==> config.mk <==
export PLATFORM = sky130hd
export DESIGN_NAME = six_channel_running_median_top
export DESIGN_NICKNAME = d
export VERILOG_FILES = /design/src/design/scrm_pkg.sv /design/src/design/scrm_ram.sv /design/src/design/scrm_cmp_unit.sv /design/src/design/six_channel_running_median_top.sv
export SDC_FILE = /design/constraint.sdc
export NUM_CORES = 1
export LEC_CHECK = 0
export BUFFER_PORTS_ARGS = -buffer_cell sky130_fd_sc_hd__buf_4
export CAP_MARGIN = 10
export CORE_MARGIN = 2
export CORE_UTILIZATION = 46
export CTS_CLUSTER_SIZE = 8
export DETAILED_ROUTE_END_ITERATION = 7
export PLACE_DENSITY_LB_ADDON = 0.2
export SKIP_LAST_GASP = 1
export SYNTH_ARGS = -nofsm -noshare
export SYNTH_HDL_FRONTEND = slang
export SYNTH_HIERARCHICAL = 1
export SYNTH_SLANG_ARGS = --single-unit
==> constraint.sdc <==
create_clock -name i_clk -period 7.9 [get_ports i_clk]
set_clock_uncertainty 0.1 [all_clocks]
set_input_delay 0.395 -clock i_clk [delete_from_list [all_inputs] [get_ports i_clk]]
set_output_delay 0.395 -clock i_clk [all_outputs]
set_load 0.01 [all_outputs]
==> src/design/scrm_pkg.sv <==
`timescale 1ns / 1ps
// ----------------------------------------------------------------------------
// scrm_pkg: shared types and constants of the running median filter
// Default sizes, field widths, rank register reset and comparator control.
// ----------------------------------------------------------------------------
package scrm_pkg;

    localparam int DEF_WINDOW      = 7;
    localparam int DEF_CHANNELS    = 6;
    localparam int DEF_SAMPLE_BITS = 16;

    localparam int FIELD_BITS = 16;
    localparam int RANK_BITS  = 3;

    localparam logic [RANK_BITS-1:0] RANK_RESET = 3'd3;

    typedef struct packed {
        logic load;
        logic cmp;
    } t_cmp_ctl;

endpackage

==> src/design/scrm_ram.sv <==
`timescale 1ns / 1ps
// ----------------------------------------------------------------------------
// scrm_ram: generic single-port-write, single-port-read RAM
// One write and one registered read per cycle.
// ----------------------------------------------------------------------------
module scrm_ram #(
    parameter int WIDTH = 16,
    parameter int DEPTH = 42
) (
    input  logic                                     i_clk,
    input  logic                                     i_wr_en,
    input  logic [(DEPTH > 1 ? $clog2(DEPTH) : 1)-1:0] i_wr_addr,
    input  logic [WIDTH-1:0]                         i_wr_data,
    input  logic                                     i_rd_en,
    input  logic [(DEPTH > 1 ? $clog2(DEPTH) : 1)-1:0] i_rd_addr,
    output logic [WIDTH-1:0]                         o_rd_data
);

    logic [WIDTH-1:0] r_mem [DEPTH];
    logic [WIDTH-1:0] r_rd_data;

    always_ff @(posedge i_clk) begin
        if (i_wr_en) begin
            r_mem[i_wr_addr] <= i_wr_data;
        end
        if (i_rd_en) begin
            r_rd_data <= r_mem[i_rd_addr];
        end
    end

    assign o_rd_data = r_rd_data;

endmodule

==> src/design/scrm_cmp_unit.sv <==
`timescale 1ns / 1ps
// ----------------------------------------------------------------------------
// scrm_cmp_unit: shared signed comparator with rank counters
// Holds the candidate sample and counts window samples below and up to it.
// ----------------------------------------------------------------------------
module scrm_cmp_unit #(
    parameter int WINDOW      = scrm_pkg::DEF_WINDOW,
    parameter int SAMPLE_BITS = scrm_pkg::DEF_SAMPLE_BITS
) (
    input  logic                             i_clk,
    input  logic                             i_rst_n,
    input  scrm_pkg::t_cmp_ctl               i_ctl,
    input  logic [SAMPLE_BITS-1:0]           i_data,
    output logic [SAMPLE_BITS-1:0]           o_cand,
    output logic [$clog2(WINDOW+1)-1:0]      o_lt_nxt,
    output logic [$clog2(WINDOW+1)-1:0]      o_le_nxt
);
    import scrm_pkg::*;

    localparam int CW = $clog2(WINDOW + 1);

    logic [SAMPLE_BITS-1:0] r_cand;
    logic [CW-1:0]          r_lt;
    logic [CW-1:0]          r_le;
    logic [CW-1:0]          n_lt;
    logic [CW-1:0]          n_le;
    logic                   less;
    logic                   equal;

    assign less  = $signed(i_data) < $signed(r_cand);
    assign equal = i_data == r_cand;

    always_comb begin
        n_lt = r_lt;
        n_le = r_le;
        if (i_ctl.load) begin
            n_lt = '0;
            n_le = '0;
        end else if (i_ctl.cmp) begin
            n_lt = r_lt + CW'(less);
            n_le = r_le + CW'(less | equal);
        end
    end

    always_ff @(posedge i_clk) begin
        if (!i_rst_n) begin
            r_lt <= '0;
            r_le <= '0;
        end else begin
            r_lt <= n_lt;
            r_le <= n_le;
        end
    end

    always_ff @(posedge i_clk) begin
        if (i_ctl.load) begin
            r_cand <= i_data;
        end
    end

    assign o_cand   = r_cand;
    assign o_lt_nxt = n_lt;
    assign o_le_nxt = n_le;

    a_ctl_excl: assert property (@(posedge i_clk) disable iff (!i_rst_n)
        !(i_ctl.load && i_ctl.cmp))
        else $error("load and compare in the same cycle");

    a_le_ge_lt: assert property (@(posedge i_clk) disable iff (!i_rst_n)
        r_le >= r_lt)
        else $error("up-to count below strict count");

    a_cnt_range: assert property (@(posedge i_clk) disable iff (!i_rst_n)
        r_le <= CW'(WINDOW))
        else $error("count beyond window");

endmodule

==> src/design/six_channel_running_median_top.sv <==
`timescale 1ns / 1ps
// ----------------------------------------------------------------------------
// six_channel_running_median_top: per-channel sliding-window rank filter
// Frames of CHANNELS angle samples in, one ranked value per channel out.
// ----------------------------------------------------------------------------
// After reset the window RAM is swept to zero, one entry a cycle, with
// s_axis_tready low. A frame then writes its CHANNELS samples in turn, and
// for each channel tries candidates one after another, each read and
// compared with every window sample, until the one at the selected rank is
// found (one to WINDOW candidates). The result is then handed over once the
// previous one has been taken, and the next frame is accepted after that.
// Ranking is serialised by the single read port of the window RAM feeding
// one shared comparator. A new frame is taken while the previous result
// still waits on the master side.
// ----------------------------------------------------------------------------
module six_channel_running_median_top #(
    parameter int WINDOW      = scrm_pkg::DEF_WINDOW,
    parameter int CHANNELS    = scrm_pkg::DEF_CHANNELS,
    parameter int SAMPLE_BITS = scrm_pkg::DEF_SAMPLE_BITS
) (
    input  logic                                        i_clk,
    input  logic                                        i_rst_n,
    input  logic                                        i_cfg_wr_en,
    input  logic [scrm_pkg::RANK_BITS-1:0]              i_cfg_wr_data, // rank_select
    input  logic                                        s_axis_tvalid,
    output logic                                        s_axis_tready,
    // angle_ch0 .. angle_chN, 16 bits each, from the lowest bit up
    input  logic [CHANNELS*scrm_pkg::FIELD_BITS-1:0]    s_axis_tdata,
    output logic                                        m_axis_tvalid,
    input  logic                                        m_axis_tready,
    // filtered_ch0 .. filtered_chN, 16 bits each, from the lowest bit up
    output logic [CHANNELS*scrm_pkg::FIELD_BITS-1:0]    m_axis_tdata
);
    import scrm_pkg::*;

    localparam int N   = CHANNELS * WINDOW;
    localparam int AW  = (N > 1) ? $clog2(N) : 1;
    localparam int SW  = $clog2(WINDOW);
    localparam int CW  = $clog2(WINDOW + 1);
    localparam int KW  = (CW > RANK_BITS) ? CW : RANK_BITS;
    localparam int CHW = (CHANNELS > 1) ? $clog2(CHANNELS) : 1;
    localparam int DW  = CHANNELS * FIELD_BITS;

    localparam logic [2:0] ST_CLEAR = 3'd0;
    localparam logic [2:0] ST_IDLE  = 3'd1;
    localparam logic [2:0] ST_WRITE = 3'd2;
    localparam logic [2:0] ST_RANK  = 3'd3;
    localparam logic [2:0] ST_LAST  = 3'd4;
    localparam logic [2:0] ST_OUT   = 3'd5;

    logic [2:0]             r_state,    n_state;
    logic [RANK_BITS-1:0]   r_rank;
    logic [SW-1:0]          r_slot,     n_slot;
    logic [CHW-1:0]         r_ch,       n_ch;
    logic [AW-1:0]          r_base,     n_base;
    logic [SW-1:0]          r_cand_idx, n_cand_idx;
    logic [CW-1:0]          r_step,     n_step;
    logic                   r_tag_load, n_tag_load;
    logic                   r_tag_cmp,  n_tag_cmp;
    logic                   r_ovalid,   n_ovalid;
    logic [DW-1:0]          r_in,       n_in;
    logic [DW-1:0]          r_res,      n_res;
    logic [DW-1:0]          r_odata,    n_odata;

    logic                   wr_en;
    logic [AW-1:0]          wr_addr;
    logic [SAMPLE_BITS-1:0] wr_data;
    logic                   rd_en;
    logic [AW-1:0]          rd_addr;
    logic [SAMPLE_BITS-1:0] rd_data;

    t_cmp_ctl               cmp_ctl;
    logic [SAMPLE_BITS-1:0] cand;
    logic [CW-1:0]          lt_nxt;
    logic [CW-1:0]          le_nxt;
    logic [KW-1:0]          rank_k;
    logic                   found;

    assign rank_k = (KW'(r_rank) > KW'(WINDOW - 1)) ? KW'(WINDOW - 1) : KW'(r_rank);
    assign found  = (KW'(lt_nxt) <= rank_k) && (KW'(le_nxt) > rank_k);

    assign cmp_ctl.load = r_tag_load;
    assign cmp_ctl.cmp  = r_tag_cmp;

    scrm_ram #(
        .WIDTH (SAMPLE_BITS),
        .DEPTH (N)
    ) u_window_ram (
        .i_clk     (i_clk),
        .i_wr_en   (wr_en),
        .i_wr_addr (wr_addr),
        .i_wr_data (wr_data),
        .i_rd_en   (rd_en),
        .i_rd_addr (rd_addr),
        .o_rd_data (rd_data)
    );

    scrm_cmp_unit #(
        .WINDOW      (WINDOW),
        .SAMPLE_BITS (SAMPLE_BITS)
    ) u_cmp_unit (
        .i_clk    (i_clk),
        .i_rst_n  (i_rst_n),
        .i_ctl    (cmp_ctl),
        .i_data   (rd_data),
        .o_cand   (cand),
        .o_lt_nxt (lt_nxt),
        .o_le_nxt (le_nxt)
    );

    always_comb begin
        n_state    = r_state;
        n_slot     = r_slot;
        n_ch       = r_ch;
        n_base     = r_base;
        n_cand_idx = r_cand_idx;
        n_step     = r_step;
        n_tag_load = 1'b0;
        n_tag_cmp  = 1'b0;
        n_in       = r_in;
        n_res      = r_res;
        n_odata    = r_odata;
        n_ovalid   = r_ovalid & ~m_axis_tready;
        wr_en      = 1'b0;
        wr_addr    = r_base;
        wr_data    = '0;
        rd_en      = 1'b0;
        rd_addr    = r_base;

        unique case (r_state)
            ST_CLEAR: begin
                wr_en = 1'b1;
                if (r_base == AW'(N - 1)) begin
                    n_base  = '0;
                    n_state = ST_IDLE;
                end else begin
                    n_base = r_base + AW'(1);
                end
            end
            ST_IDLE: begin
                if (s_axis_tvalid) begin
                    n_in    = s_axis_tdata;
                    n_ch    = '0;
                    n_base  = '0;
                    n_state = ST_WRITE;
                end
            end
            ST_WRITE: begin
                wr_en   = 1'b1;
                wr_addr = r_base + AW'(r_slot);
                wr_data = SAMPLE_BITS'($signed(r_in[FIELD_BITS-1:0]));
                n_in    = r_in >> FIELD_BITS;
                if (r_ch == CHW'(CHANNELS - 1)) begin
                    n_ch       = '0;
                    n_base     = '0;
                    n_slot     = (r_slot == SW'(WINDOW - 1)) ? '0 : r_slot + SW'(1);
                    n_cand_idx = '0;
                    n_step     = '0;
                    n_state    = ST_RANK;
                end else begin
                    n_ch   = r_ch + CHW'(1);
                    n_base = r_base + AW'(WINDOW);
                end
            end
            ST_RANK: begin
                rd_en      = 1'b1;
                rd_addr    = r_base + ((r_step == '0) ? AW'(r_cand_idx)
                                                      : AW'(r_step - CW'(1)));
                n_tag_load = (r_step == '0);
                n_tag_cmp  = (r_step != '0);
                if (r_step == CW'(WINDOW)) begin
                    n_state = ST_LAST;
                end else begin
                    n_step = r_step + CW'(1);
                end
            end
            ST_LAST: begin
                n_step = '0;
                if (found) begin
                    n_res[r_ch*FIELD_BITS +: FIELD_BITS] = FIELD_BITS'($signed(cand));
                    n_cand_idx = '0;
                    if (r_ch == CHW'(CHANNELS - 1)) begin
                        n_ch    = '0;
                        n_base  = '0;
                        n_state = ST_OUT;
                    end else begin
                        n_ch    = r_ch + CHW'(1);
                        n_base  = r_base + AW'(WINDOW);
                        n_state = ST_RANK;
                    end
                end else begin
                    n_cand_idx = r_cand_idx + SW'(1);
                    n_state    = ST_RANK;
                end
            end
            ST_OUT: begin
                if (!r_ovalid || m_axis_tready) begin
                    n_odata  = r_res;
                    n_ovalid = 1'b1;
                    n_state  = ST_IDLE;
                end
            end
            default: begin
                n_state = ST_CLEAR;
                n_base  = '0;
            end
        endcase
    end

    always_ff @(posedge i_clk) begin
        if (!i_rst_n) begin
            r_state    <= ST_CLEAR;
            r_rank     <= RANK_RESET;
            r_slot     <= '0;
            r_ch       <= '0;
            r_base     <= '0;
            r_cand_idx <= '0;
            r_step     <= '0;
            r_tag_load <= 1'b0;
            r_tag_cmp  <= 1'b0;
            r_ovalid   <= 1'b0;
        end else begin
            r_state    <= n_state;
            r_slot     <= n_slot;
            r_ch       <= n_ch;
            r_base     <= n_base;
            r_cand_idx <= n_cand_idx;
            r_step     <= n_step;
            r_tag_load <= n_tag_load;
            r_tag_cmp  <= n_tag_cmp;
            r_ovalid   <= n_ovalid;
            if (i_cfg_wr_en) begin
                r_rank <= i_cfg_wr_data;
            end
        end
    end

    always_ff @(posedge i_clk) begin
        r_in    <= n_in;
        r_res   <= n_res;
        r_odata <= n_odata;
    end

    assign s_axis_tready = (r_state == ST_IDLE);
    assign m_axis_tvalid = r_ovalid;
    assign m_axis_tdata  = r_odata;

    a_last_cand_found: assert property (@(posedge i_clk) disable iff (!i_rst_n)
        (r_state == ST_LAST && r_cand_idx == SW'(WINDOW - 1)) |-> found)
        else $error("no window sample matched the selected rank");

    a_slot_range: assert property (@(posedge i_clk) disable iff (!i_rst_n)
        r_slot <= SW'(WINDOW - 1))
        else $error("oldest slot beyond window");

    a_ch_range: assert property (@(posedge i_clk) disable iff (!i_rst_n)
        r_ch <= CHW'(CHANNELS - 1))
        else $error("channel index beyond channel count");

    a_cmp_tag_rank: assert property (@(posedge i_clk) disable iff (!i_rst_n)
        r_tag_cmp |-> (r_state == ST_RANK || r_state == ST_LAST))
        else $error("compare data arriving outside ranking");

endmodule

Yosys cells after proc, flatten, opt, wreduce, memory -nomap -nowiden

Memories as Yosys holds them, arrays and structs flattened. A register that Yosys moved wholly into a read port is not among the register bits.
Index checks and enable logic that the tools add are counted.

Bits in registers: 337
RAM bits: 672
Input bits: 104
Output and inout port bits: 98
Logic and storage cells: 119
Memories kept: 1

$add $sub $neg: 12
Order comparisons: 4
Eq/ne operators: 17
Shifts and indexed selects: 2
Multiplexer cells: 41
Bitwise logic cells: 4
Reductions and logical operators: 22

Memories:

| name               | words | width | read ports | clocked after Yosys merged registers in | wr ports | RTL line       | text |
|---|---|---|---|---|---|---|---|
| u_window_ram.r_mem | 42    | 16    | 1          | 1                                       | 1        | scrm_ram.sv:19 | `logic [WIDTH-1:0] r_mem [DEPTH];` |

Operator list:

| cell                                                                     | count |
|---|---|
| 96-bit case mux with 2 select lines                                      | 1 |
| 96-bit bitwise mux                                                       | 1 |
| 96-bit two-way mux                                                       | 1 |
| 16-bit by 34-bit variable shift with 96-bit output, first input constant | 1 |
| 16-bit by 34-bit indexed part select with 96-bit output                  | 1 |
| 3-bit two-way mux                                                        | 19 |
| 6-bit two-way mux                                                        | 7 |
| 7-bit negator with 34-bit output                                         | 1 |
| 6-bit case mux with 5 select lines                                       | 1 |
| 3-bit case mux with 3 select lines                                       | 2 |
| 3-bit case mux with 6 select lines                                       | 1 |
| 16-bit == test                                                           | 1 |
| 16-bit < comparator                                                      | 1 |
| 16-bit two-way mux                                                       | 1 |
| 3-bit == test, second input constant                                     | 5 |
| 2-bit != test, second input constant                                     | 7 |
| 3-bit by 1-bit adder with 3-bit output, second input constant            | 4 |
| 2-bit AND reduction                                                      | 6 |
| 3-bit AND reduction                                                      | 3 |
| 3-bit nonzero test                                                       | 3 |
| 6-bit by 1-bit adder with 6-bit output, second input constant            | 1 |
| 6-bit by 3-bit adder with 6-bit output                                   | 1 |
| 6-bit by 3-bit adder with 6-bit output, second input constant            | 1 |
| 6-bit adder                                                              | 1 |
| other kinds (21)                                                         | 31 |

Depth between registers and ports, before layout

Gate-level depths: netlist of run 1.

Word-level depth: 9
Gate-level depth with buffers: 19

Cells and area by module

Netlist of run 1, hierarchy kept.

By module, submodules not included:

| module                         | instances | cells an instance | area an instance (µm²) | sequential area each (µm²) |
|---|---|---|---|---|
| scrm_ram                       | 1         | 1396              | 27040.9                | 20659.8 |
| six_channel_running_median_top | 1         | 999               | 12708.4                | 9188.8 |
| scrm_cmp_unit                  | 1         | 111               | 1231.2                 | 600.6 |

Least setup slack after synthesis of run 1

Ideal clock, no wire load.

Kind: register to register
Start: register r_state[0]
End: register r_odata[0] (netlist: m_axis_tdata[0]), enable pin
Setup time: 551 ps
Arrival: 4953 ps
Data required time: 7249 ps
Path slack: 2296 ps
Cell stages (with the launch flop): 5
Path buffers: 2
Period minus slack after synthesis: 5604 ps
Cell sequence: dfxtp_1 > buf_2 > clkbuf_1 > nand2_1 > nor2_1

Word-level cells in the longest chain between the ends: 2

RTL lines:

| what                          | RTL line                              | text |
|---|---|---|
| start: declaration            | six_channel_running_median_top.sv:51  | `logic [2:0] r_state, n_state;` |
| start signal: assignment      | six_channel_running_median_top.sv:223 | `r_state <= n_state;` |
| 3-bit == test                 | six_channel_running_median_top.sv:130 | `unique case (r_state)` |
| 2-bit AND reduction (no line) | n/a                                   |  |
| end signal: assignment        | six_channel_running_median_top.sv:241 | `r_odata <= n_odata;` |
| end: declaration              | six_channel_running_median_top.sv:63  | `logic [DW-1:0] r_odata, n_odata;` |

No other way between the ends.
A chain may end at the register's enable or synchronous reset.

Worst setup path after layout of run 1

Start: register u_window_ram.r_rd_data[15] (netlist: u_window_ram/o_rd_data[15]) (read register of u_window_ram.r_mem)
End: register r_res[42], enable pin

Word-level cells in the longest chain between the ends: 8
Elaborated cells on any way between the ends: 13
Those cells by class: add/sub (2); order compare (3); eq/ne (1); mux (4); bitwise (1); reduce/logical (2)

RTL lines:

| what                                                  | RTL line                                 | text |
|---|---|---|
| start: declaration                                    | scrm_ram.sv:20                           | `logic [WIDTH-1:0] r_rd_data;` |
| 16-bit < comparator or 16-bit == test (tied branches) | scrm_cmp_unit.sv:30, scrm_cmp_unit.sv:31 |  |
| 1-bit bitwise OR *                                    | scrm_cmp_unit.sv:41                      | `n_le = r_le + CW'(less \| equal);` |
| 3-bit adder *                                         | scrm_cmp_unit.sv:41                      |  |
| 3-bit two-way mux *                                   | scrm_cmp_unit.sv:39                      | `end else if (i_ctl.cmp) begin` |
| 3-bit two-way mux *                                   | scrm_cmp_unit.sv:36                      | `if (i_ctl.load) begin` |
| named net le_nxt[2]                                   | six_channel_running_median_top.sv:75     | `logic [CW-1:0] le_nxt;` |
| 3-bit greater-than comparator *                       | six_channel_running_median_top.sv:80     | `assign found = (KW'(lt_nxt) <= rank_k) && (KW'(le_nxt) > rank_k);` |
| 1-bit logical AND *                                   | six_channel_running_median_top.sv:80     |  |
| 2-bit AND reduction (no line) *                       | n/a                                      |  |
| end signal: assignment                                | six_channel_running_median_top.sv:240    | `r_res <= n_res;` |
| end: declaration                                      | six_channel_running_median_top.sv:62     | `logic [DW-1:0] r_res, n_res;` |

The timed path passes the listed nets; every way through them passes the cells marked *.

==> results of run 1 <==
worst max-delay path, stage by stage (launching register included):
cell and delay [ns]:
edfxtp_1 0.51, ha_1 0.43, nand4_2 0.17, nor4_2 0.32, o21ai_1 0.13, nand3_2 0.12, mux2_4 0.33, ha_1 0.19
ha_1 0.18, nand2_1 0.07, xor2_1 0.16, nor2_1 0.08, ha_1 0.38, and3_1 0.15, a21oi_1 0.11, o21ai_1 0.19
nor2_1 0.50, and3_1 0.84
power by group:
group,internal [W],switching [W]
Sequential,0.00615,0.0000423
Combinational,0.000507,0.000834
Clock,0.00336,0.00225
per-stage QoR:
| step | setup WS, ns | utilization | hold slack, ns |
|---|---|---|---|
| 3_3_place_gp | 2.695 | 0.4982 | 0.3011 |
| 5_1_grt | 2.133 | 0.5571 | 0.1667 |
| 4_1_cts | 2.501 | 0.5571 | 0.09665 |
| 2_1_floorplan | 2.296 | - | 0.3003 |
| 3_5_place_dp | 2.552 | 0.4982 | 0.3045 |
| 6_report | 2.527 | 0.5571 | 0.1358 |
state kept, by name, summed over array words and instances (netlist names), 6 cells and up:
name                    count
u_window_ram/r_mem        672
m_axis_tdata               96
r_in                       96
r_res                      96
u_cmp_unit/o_cand          16
u_window_ram/o_rd_data     16
r_base                      6
final cells by class:
cell class                 instances  area [um^2]
antenna                            1        2.502
sequential                      1025        30450
fill                            6859        39140
tap                             1165         1458
clock buffer                     160         3706
timing repair buffer             392         3238
inverter                          38        145.1
multi-input combinational       1316         9818
clock inverter                    17        415.4
cell families (layout without fill, tap and decap cells):
group	count (synthesis)	in the layout	synth area share
DFF	1025	1025	0.7430
and+or+nand+nor	624	624	0.06934
muxes	332	332	0.09147
AOI/OAI and AO/OA	298	298	0.05642
buffers and inverters	165	607	0.02165
adders and majority gates	49	49	0.01533
xor gates and xnor gates	13	13	0.002778
other	0	1	0
path summary, 6_finish.rpt:
check / end / depth (start not counted) / startpoint / slack [ns]
worst min register to register: m_axis_tdata[40] / 0 / r_res[40] / 0.30
worst min-delay path: r_state[0] / 6 / s_axis_tvalid / 0.14
worst max register to register: r_res[42] / 17 / u_window_ram/o_rd_data[15] / 2.53
worst max-delay path: r_res[42] / 17 / u_window_ram/o_rd_data[15] / 2.53
layer usage:
layer  global-route usage  part of all wire
met5                    0                 0
met1               0.2998              0.42
met3              0.03530             0.063
met2               0.3692              0.49
met4              0.07295             0.023
placed cells by master, fill, tap and decap left out, types with 16 or more instances in the layout:
| cell | n |
|---|---|
| clkbuf_16 | 146 |
| mux2_2 | 16 |
| mux2i_1 | 283 |
| a221oi_1 | 17 |
| dlygate4sd3_1 | 108 |
| mux4_2 | 32 |
| edfxtp_1 | 992 |
| nand2_1 | 316 |
| o22ai_1 | 19 |
| a22oi_1 | 65 |
| ha_1 | 47 |
| and2_1 | 91 |
| nor2_1 | 112 |
| buf_4 | 282 |
| o41ai_2 | 16 |
| o211ai_1 | 19 |
| dfxtp_1 | 33 |
| inv_1 | 36 |
| a22o_1 | 33 |
| a21oi_1 | 64 |
| a221oi_2 | 16 |
==> results.yml, run 1 <==
power:
  p_per_area_nw_per_um2: 266.9
  peakVddDrop_mv: 0.2167
  leakage_nw: 16.98
  power_w: 0.01314
critical_path:
  critPathKind: "reg -> reg"
  cp.required_ns: 8.15
  start_kind: "flip-flop"
  crit_fanout: 16
  worstPathArrival_ns: 5.63
  end_kind: "flip-flop"
placed_design:
  port_buffers: 201
  dpl.hpwl_mm: 61.82
  placed_cells: 3828
  place_area_um2: 44030
  place.gp.congestion: 0.8235
grt:
  grt_pass1_vias: 23950
  grt_pass1_wl_mm: 149.8
  grtUsageTotal: 0.2217
  grt_remaining_overflow: 0
  antenna_found_initial: 3
  grt_max_degree: 123
logic_synthesis:
  syn_area_per_cell_um2: 16.35
  netlist_area_um2: 40980
  ys_ff_latch: 1025
  synth.yosys.warnings: 6
  synth_edf_count: 992
  synth_cells: 2506
  synth.yosys.seq_area_share: 0.7430
  yosysUniqueCellTypes: 70
  synth_top_cell_area_share: 0.7269
  synth_nets: 2659
  synth-main-ff-cell: "edfxtp_1"
  async_flop_share: 0
  netlist_top_cells_area: "edfxtp_1 (73%), mux2i_1 (6.9%), nand2_1 (2.9%)"
  synth.most_common_cell: "edfxtp_1"
  synth_commonest_cells: "edfxtp_1 (992), nand2_1 (316), mux2i_1 (283)"
  synth_top_area_cell: "edfxtp_1"
floorplan:
  core_um2: 88370
  rows: 109
  fp.dieW_um: 302.5
  fp.dieH_um: 302.5
  die_area_um2: 91490
  io_pins: 202
  initial_core_util: 0.4637
timing:
  finalSetupViolations: 0
  period_share: 0.6801
  fmax_mhz: 186.1
  tightest_slew_ns: 1.288
  slew_viol_final: 0
  rsz0062_at_grt: "no"
  hold_viol: 0
  tns_ns: 0
  finalCriticalPeriod_ns: 5.373
  relSlewSlack: 0.1383
layout:
  nets: 3072
  areaGrowthSynthToFinish_pct: 20.14
  drive_gt1_frac: 0.1930
  final_cells: 4114
  fin_area_um2: 49230
route:
  dr.pass1.iters: 7
  ant_nets: 0
  drc: 0
  vias_per_cell: 5.642
  vias: 23210
  wire_per_inst_um: 24.51
  wl_mm: 100.8
  drtIter0Drc: 2311
worst_hold_path:
  holdCritPathClass: "in -> reg"
clocking:
  clk_latency_ns: 0.75
  holdBufCountCts: 108
  htreeDepth: 4
  cts_max_path_buffers: 3
  root_buffer: "clkbuf_16"
  clk_pin_slew_ns: 0.05
  cts_setup_buffers: 0
  cts_tree: "yes"
  clock-sinks: 1025
  cts_made_buffers: 146
  ctsResizeCount: 0
outcome:
  status: "finished clean"
flow_run:
  cap_violations: 0
No activity file was read; power rests on OpenSTA's default activity.
==> inputs of run 2 (changes only) <==
==> constraint.sdc (replaced) <==
create_clock -name i_clk -period 5.4 [get_ports i_clk]
set_clock_uncertainty 0.1 [all_clocks]
set_input_delay 0.27 -clock i_clk [delete_from_list [all_inputs] [get_ports i_clk]]
set_output_delay 0.27 -clock i_clk [all_outputs]
set_load 0.01 [all_outputs]
==> run 2 against run 1 <==
Worst setup slack got worse by 2.1 ns. Sequential power increased by 46%. Utilization increased by 0.30 points. Worst hold slack improved by 0.084 ns. Final cell count increased by 0.78%.
==> results.yml, run 2 (synthesis results as in run 1) <==
grt:
  grtUsageTotal: 0.2184
  antenna_found_initial: 2
  grt_max_degree: 98
  grt_remaining_overflow: 0
  grt_pass1_wl_mm: 147.4
  grt_pass1_vias: 23570
critical_path:
  critPathKind: "reg -> reg"
  cp.required_ns: 5.83
  worstPathArrival_ns: 5.35
  start_kind: "flip-flop"
  crit_fanout: 26
  end_kind: "flip-flop"
timing:
  period_share: 0.9120
  relSlewSlack: 0.3157
  slew_viol_final: 0
  fmax_mhz: 203.1
  finalSetupViolations: 0
  tightest_slew_ns: 1.016
  finalCriticalPeriod_ns: 4.925
  tns_ns: 0
  rsz0062_at_grt: "no"
  hold_viol: 0
layout:
  final_cells: 4146
  antenna_cells: 0
  final_common_cell: "edfxtp_1"
  nets: 3094
  drive_gt1_frac: 0.1942
  areaGrowthSynthToFinish_pct: 20.78
  nFillCells: 6802
  final_cell_mix: "edfxtp_1 (992), nand2_1 (316), buf_4 (294)"
  top_register: "u_window_ram/r_mem"
  largest_reg_flops: 672
clocking:
  cts_made_buffers: 146
  cts_setup_buffers: 0
  clk_latency_ns: 0.76
  cts_max_path_buffers: 3
  clock-sinks: 1025
  clk_pin_slew_ns: 0.05
  htreeDepth: 4
  root_buffer: "clkbuf_16"
  ctsResizeCount: 0
  cts_tree: "yes"
floorplan:
  fp.dieW_um: 302.5
  fp.dieH_um: 302.5
  initial_core_util: 0.4637
  rows: 109
  io_pins: 202
  die_area_um2: 91490
  core_um2: 88370
power:
  leakage_nw: 17.06
  power_w: 0.01936
  peakVddDrop_mv: 0.3223
  p_per_area_nw_per_um2: 391.1
placed_design:
  dpl.hpwl_mm: 61.14
  placed_cells: 3849
  port_buffers: 201
  place.gp.congestion: 0.8316
route:
  vias_per_cell: 5.546
  drc: 0
  ant_nets: 0
  drtIter0Drc: 1869
  wl_mm: 99.32
  dr.pass1.iters: 5
  vias: 22990
  wire_per_inst_um: 23.96
worst_hold_path:
  holdCritPathClass: "in -> reg"
outcome:
  status: "finished clean"
flow_run:
  cap_violations: 0
## run 2: changes by cell type in the layout (fill, tap and decap cells not counted), moves of 2 or more
| cell | before | now |
|---|---|---|
| nor2_1 | 112 | 123 |
| clkinv_8 | 2 | 0 |
| buf_4 | 282 | 294 |
| nor2_2 | 11 | 0 |
| nor3_4 | 6 | 2 |
| clkbuf_1 | 14 | 25 |
| nor3_2 | 1 | 5 |
| buf_12 | 2 | 11 |
| inv_16 | 2 | 4 |
## run 2: worst max-delay path, cell delays in order, from the launching register on
cell	delay, ns
dfxtp_1	0.43
inv_1	0.11
ha_1	0.25
nand2b_1	0.18
nor2_1	0.06
a21oi_1	0.14
ha_1	0.20
inv_1	0.07
fa_1	0.42
xor2_1	0.17
o21ai_2	0.51
nor2_4	0.27
buf_4	0.35
a221oi_1	0.63
o22ai_1	0.31
o41ai_2	0.45
## run 2: per-stage QoR
| step | instance area [um^2] | hold WS, ns | utilization | setup slack [ns] |
|---|---|---|---|---|
| after global placement | 44230 | 0.3042 | 0.5005 | 0.6194 |
| after detailed placement | 44230 | 0.3045 | 0.5005 | 0.4560 |
| after global routing | 49500 | 0.2173 | 0.5601 | 0.09406 |
| after CTS | 49500 | 0.1739 | 0.5601 | 0.4736 |
| after floorplan | 40980 | 0.2917 | - | 1.182 |
| final | 49500 | 0.2200 | 0.5601 | 0.4753 |
## run 2: report_power, final
part	switching [W]	leakage (nW)	internal, W	total (W)
registers	0.0000624	9.04	0.00899	0.00905
logic	0.00125	6.01	0.000766	0.00202
clock network	0.00333	2.00	0.00496	0.00829
## run 2: worst paths after layout
kind	from	endpoint	slack, ns	depth (start not counted)
min	s_axis_tdata[47]	r_in[47]	0.22	4
min reg2reg	r_res[67]	m_axis_tdata[67]	0.31	0
max reg2reg	r_step[0]	u_window_ram/o_rd_data[9]	0.48	15
max	r_step[0]	u_window_ram/o_rd_data[9]	0.48	15
## run 2: layout make-up
cell class                 count  area (um^2)  area share
tap                         1165         1458     0.02945
clock buffer                 171         3747     0.07571
sequential                  1025        30450      0.6152
clock inverter                17        422.9    0.008544
timing repair buffer         414         3518     0.07108
multi-input combinational   1316         9756      0.1971
inverter                      38        145.1    0.002932
## run 2: per-layer routing
metal | track usage | part of all wire | up-vias
met1 | 0.2886 | 0.41 | 11650
met5 | 0 | 0 | -
met4 | 0.06791 | 0.023 | 0
li1 | - | - | 10390
met3 | 0.03802 | 0.064 | 135
met2 | 0.3705 | 0.50 | 827
## run 2: timing repair
item,in CTS,in global routing
hold endpoints to repair,115,0
hold buffers,109,0
setup endpoints to repair,0,0
